==> src/rtl/core/ate_pkg.sv <==
// Shared types and constants of the ANSI text terminal engine.
package ate_pkg;

    typedef enum logic [1:0] {
        MODE_NORMAL = 2'd0,
        MODE_ESCAPE = 2'd1,
        MODE_CSI    = 2'd2
    } mode_t;

    typedef enum logic [2:0] {
        ST_INIT,
        ST_IDLE,
        ST_EXEC,
        ST_CLEAR,
        ST_SGR,
        ST_FILL,
        ST_DONE
    } state_t;

    typedef enum logic [1:0] {
        ACT_NONE,
        ACT_CLEAR,
        ACT_SGR,
        ACT_FILL
    } act_t;

    typedef struct packed {
        logic load_in;
        logic exec;
        logic clr_step;
        logic sgr_step;
        logic fill_step;
        logic out_load;
    } cmd_t;

    typedef struct packed {
        act_t act;
        logic clr_last;
        logic sgr_last;
        logic fill_last;
        logic out_free;
    } sts_t;

    localparam logic [1:0] CFG_ROWS = 2'd0;
    localparam logic [1:0] CFG_COLS = 2'd1;
    localparam logic [1:0] CFG_FG   = 2'd2;
    localparam logic [1:0] CFG_BG   = 2'd3;

    localparam logic [5:0] RESET_ROWS = 6'd24;
    localparam logic [7:0] RESET_COLS = 8'd80;
    localparam logic [2:0] RESET_FG   = 3'd7;
    localparam logic [2:0] RESET_BG   = 3'd0;

    localparam int CELL_W = 13;

    localparam logic [7:0] BYTE_ESC   = 8'd27;
    localparam logic [7:0] BYTE_LF    = 8'd10;
    localparam logic [7:0] BYTE_CR    = 8'd13;
    localparam logic [7:0] BYTE_BS    = 8'd8;
    localparam logic [7:0] BYTE_SPACE = 8'd32;
    localparam logic [7:0] BYTE_TILDE = 8'd126;
    localparam logic [7:0] BYTE_LBRK  = 8'h5B;
    localparam logic [7:0] BYTE_SEMI  = 8'h3B;
    localparam logic [7:0] BYTE_D0    = 8'h30;
    localparam logic [7:0] BYTE_D9    = 8'h39;
    localparam logic [7:0] BYTE_UA    = 8'h41;
    localparam logic [7:0] BYTE_UZ    = 8'h5A;
    localparam logic [7:0] BYTE_LA    = 8'h61;
    localparam logic [7:0] BYTE_LZ    = 8'h7A;

    localparam logic [7:0] FIN_RESET = 8'h63;
    localparam logic [7:0] FIN_SGR   = 8'h6D;
    localparam logic [7:0] FIN_CUP   = 8'h48;
    localparam logic [7:0] FIN_UP    = 8'h41;
    localparam logic [7:0] FIN_DOWN  = 8'h42;
    localparam logic [7:0] FIN_RIGHT = 8'h43;
    localparam logic [7:0] FIN_LEFT  = 8'h44;
    localparam logic [7:0] FIN_ED    = 8'h4A;
    localparam logic [7:0] FIN_EL    = 8'h4B;

    localparam logic [6:0]  CHAR_BLANK = 7'd32;
    localparam logic [15:0] PARAM_MAX  = 16'hFFFF;

    localparam logic [15:0] SGR_FG_LO  = 16'd30;
    localparam logic [15:0] SGR_FG_HI  = 16'd37;
    localparam logic [15:0] SGR_BG_LO  = 16'd40;
    localparam logic [15:0] SGR_BG_HI  = 16'd47;
    localparam logic [15:0] SGR_BFG_LO = 16'd90;
    localparam logic [15:0] SGR_BFG_HI = 16'd97;
    localparam logic [15:0] SGR_BBG_LO = 16'd100;
    localparam logic [15:0] SGR_BBG_HI = 16'd107;

endpackage

==> src/rtl/core/ate_ctrl.sv <==
// Sequencing state machine of the terminal engine.
module ate_ctrl (
    input  logic          aclk,
    input  logic          aresetn,
    input  logic          s_axis_tvalid,
    output logic          s_axis_tready,
    input  ate_pkg::sts_t sts_i,
    output ate_pkg::cmd_t cmd_o
);
    ate_pkg::state_t state_reg, state_next;

    always_ff @(posedge aclk) begin
        if (!aresetn) begin
            state_reg <= ate_pkg::ST_INIT;
        end else begin
            state_reg <= state_next;
        end
    end

    always_comb begin
        state_next = state_reg;
        unique case (state_reg)
            ate_pkg::ST_INIT: begin
                if (sts_i.clr_last) state_next = ate_pkg::ST_IDLE;
            end
            ate_pkg::ST_IDLE: begin
                if (s_axis_tvalid) state_next = ate_pkg::ST_EXEC;
            end
            ate_pkg::ST_EXEC: begin
                unique case (sts_i.act)
                    ate_pkg::ACT_CLEAR: state_next = ate_pkg::ST_CLEAR;
                    ate_pkg::ACT_SGR:   state_next = ate_pkg::ST_SGR;
                    ate_pkg::ACT_FILL:  state_next = ate_pkg::ST_FILL;
                    default:            state_next = ate_pkg::ST_DONE;
                endcase
            end
            ate_pkg::ST_CLEAR: begin
                if (sts_i.clr_last) state_next = ate_pkg::ST_DONE;
            end
            ate_pkg::ST_SGR: begin
                if (sts_i.sgr_last) state_next = ate_pkg::ST_DONE;
            end
            ate_pkg::ST_FILL: begin
                if (sts_i.fill_last) state_next = ate_pkg::ST_DONE;
            end
            ate_pkg::ST_DONE: begin
                if (sts_i.out_free) state_next = ate_pkg::ST_IDLE;
            end
            default: state_next = ate_pkg::ST_INIT;
        endcase
    end

    always_comb begin
        s_axis_tready   = (state_reg == ate_pkg::ST_IDLE);
        cmd_o.load_in   = (state_reg == ate_pkg::ST_IDLE) && s_axis_tvalid;
        cmd_o.exec      = (state_reg == ate_pkg::ST_EXEC);
        cmd_o.clr_step  = (state_reg == ate_pkg::ST_INIT) || (state_reg == ate_pkg::ST_CLEAR);
        cmd_o.sgr_step  = (state_reg == ate_pkg::ST_SGR);
        cmd_o.fill_step = (state_reg == ate_pkg::ST_FILL);
        cmd_o.out_load  = (state_reg == ate_pkg::ST_DONE) && sts_i.out_free;
    end
endmodule

==> config.mk <==
export PLATFORM = sky130hd
export DESIGN_NAME = ate_ctrl
export DESIGN_NICKNAME = d
export VERILOG_FILES = /design/src/rtl/core/ate_pkg.sv /design/src/rtl/core/ate_ctrl.sv
export SDC_FILE = /design/constraint.sdc
export NUM_CORES = 1
export LEC_CHECK = 0
export BUFFER_PORTS_ARGS = -buffer_cell sky130_fd_sc_hd__buf_2
export CELL_PAD_IN_SITES_DETAIL_PLACEMENT = 0
export CELL_PAD_IN_SITES_GLOBAL_PLACEMENT = 1
export CORE_AREA = 2 2 39 41
export DETAILED_ROUTE_END_ITERATION = 10
export DIE_AREA = 0 0 41 43
export PLACE_DENSITY = 0.75
export SKIP_LAST_GASP = 1
export SLEW_MARGIN = 5
export SYNTH_ARGS = -nofsm -noshare
export SYNTH_HDL_FRONTEND = slang
export SYNTH_SLANG_ARGS = --single-unit
==> constraint.sdc <==
create_clock -name aclk -period 1.3 [get_ports aclk]
set_input_delay 0.195 -clock aclk [delete_from_list [all_inputs] [get_ports aclk]]
set_output_delay 0.195 -clock aclk [all_outputs]
set_load 0.005 [all_outputs]
==> results.cfg <==
[hold_path]
hp-class = in -> reg

[logic_synthesis]
synth-main-ff-cell = dfxtp_1
syn_inst = 41
ys_seq_area_frac = 0.179
syn_nets = 50
synth_top_area_frac = 0.179
ys_top_cells_by_area = dfxtp_1, buf_6, nor2_1
synth-xor-area-share = 0
yosysMostFrequentCell = nor2_1
yosys_warnings = 0
async_flop_share = 0
synth_compound_area_frac = 0.194
ys_ff_latch = 3
syn_area_per_cell_um2 = 8.18
syn_area_um2 = 335
synthAdderAreaFrac = 0
synth_edf_count = 0
synthTopCellsByCount = nor2_1, nand2b_1, buf_6, dfxtp_1, nor2b_1
synthMuxAreaShare = 0.0448
synth_top_family_by_area = simple AND/OR/NAND/NOR gates
synth.distinct_cells = 23
synth_largest_area_cell = dfxtp_1
synth_simple_gate_area_frac = 0.459

[layout]
fin_nets = 73
stdcell_count = 79
drive_gt1_frac = 0.540
syn2layout_area_growth_pct = 42.2
multi_input_area_um2 = 236
nFillCells = 162
regArea_um2 = 66.3
largest_register_ffs = 3
antenna_cells = 0
final_util = 0.344

[placed_design]
portBuffers = 15
place_ws_ps = 77.1
routabilityCongestion = 0.725
post-place-cells = 74
dp_hpwl_um = 635

[clocking]
cts-buffers-inserted = 3
tritoncts = yes
clkLatencyLatePin_ps = 230
path_clk_slew_ps = 40
clockBufferDepth = 2
clock_sinks = 3
ctsHtreeMaxLevel = 1
postCtsHoldBufs = 0
root_buffer = clkbuf_4

[die]
io_pins = 16
die_h_um = 43
row_count = 14
fp.coreArea_um2 = 1380
dieArea_um2 = 1760
chipWidth_um = 41
start_util = 0.242

[pwr]
power_density_nw_per_um2 = 1870
power_frac_seq = 0.235
finalPower_uw = 893
ir_drop_mv = 0.466
power.share.clock = 0.188
combPwrFrac = 0.577
internal_power_uw = 550
p_sw_uw = 343
netSwitchingFraction = 0.384
p_leak_nw = 0.233

[timing]
drv_slew = 0
fin_crit_ps = 1280
finClkSkew_ps = 1.10
worst_pin_slew_ps = 213
setup_ws_ps = 16.0
rsz0062_at_grt = yes
hold_violations = 0
setup_viol = 0
fmax_mhz = 779
maxSlewHeadroom = 0.857
period_share = 0.988

[grt]
track_usage = 0.117
grt_pass1_wl_um = 1370
overflow = 0
grt_max_degree = 10
antenna_found_initial = 0
grt_pass1_vias = 323

[route]
wl_per_cell_um = 10.7
drt_first_pass_iters = 4
drt_wl_total_um = 845
vias = 354
drtAntennaViolNets = 0
drc_errors = 0
drt-initial-drc-count = 5
vias_per_cell = 4.48

[flow_run]
drv_cap = 0

[critical_path]
critPathArrivalTime_ps = 1090
crit_type = reg -> out
end_kind = primary output
cp_max_fo = 6
crit_path_start_kind = register
required_ps = 1110

[run_status]
status = complete, no violations
path summary, 6_finish.rpt:
kind | from | endpoint | slack (ps) | cells after the start
setup / recovery | state_reg[1] | cmd_o[5] | 20 | 4
setup reg to reg | state_reg[1] | state_reg[0] | 120 | 6
hold / removal | sts_i[2] | state_reg[1] | 220 | 3
hold reg to reg | state_reg[1] | state_reg[1] | 520 | 2
final cells by class:
| class | instances | area share |
|---|---|---|
| Clock buffer | 4 | 0.0551 |
| Inverter | 2 | 0.0157 |
| Multi-Input combinational cell | 33 | 0.496 |
| Sequential cell | 3 | 0.139 |
| Tap cell | 16 | 0.0420 |
| Timing Repair Buffer | 21 | 0.252 |
stage by stage:
stage,hold WS [ps],instance area [um^2],setup TNS (ps)
after floorplan,314,335,0
after CTS,215,467,-0.365
final,220,477,0
after detailed placement,460,434,0
after global routing,230,477,-111
after global placement,455,434,0
cell usage in the layout (no fill, tap or decap), drive strengths merged, types with 2 or more instances in the layout:
master  synthesis  final
buf             3     21
nor2            7      7
nand2b          5      5
nor2b           5      5
clkbuf          0      4
dfxtp           3      3
and2            2      2
nand2           2      2
inv             2      2
what timing repair did:
action | in CTS | in global routing
endpoints found under the setup margin | 7 | 3
gates cloned | 0 | 0
setup buffers | 0 | 1
resized for setup | 4 | 1
power by group through the flow:
stage	clock [mW]	combinational [mW]	sequential (mW)
after floorplan	0	0.400	0.143
after global placement	0	0.482	0.195
after detailed placement	0	0.484	0.195
after CTS	0.176	0.489	0.208
after global routing	0.174	0.581	0.222
final	0.168	0.515	0.210
layer usage:
layer,GRT usage,share of wire
met1,0.156,0.46
met2,0.147,0.46
met4,0.120,0.014
met5,0,0
met3,0.0157,0.069
critical path, stage by stage (launching register included):
cell and delay, ps:
dfxtp_2 340, nand2b_1 170, nor2_2 110, and2_1 130, buf_2 100
cells by family (layout without fill, tap and decap cells):
logic type / after synthesis / in the layout
compound gates: 8 / 8
buf+inv: 5 / 27
flops: 3 / 3
mux: 1 / 1
simple gates: 24 / 24
Power figures use the tool's default switching activity.
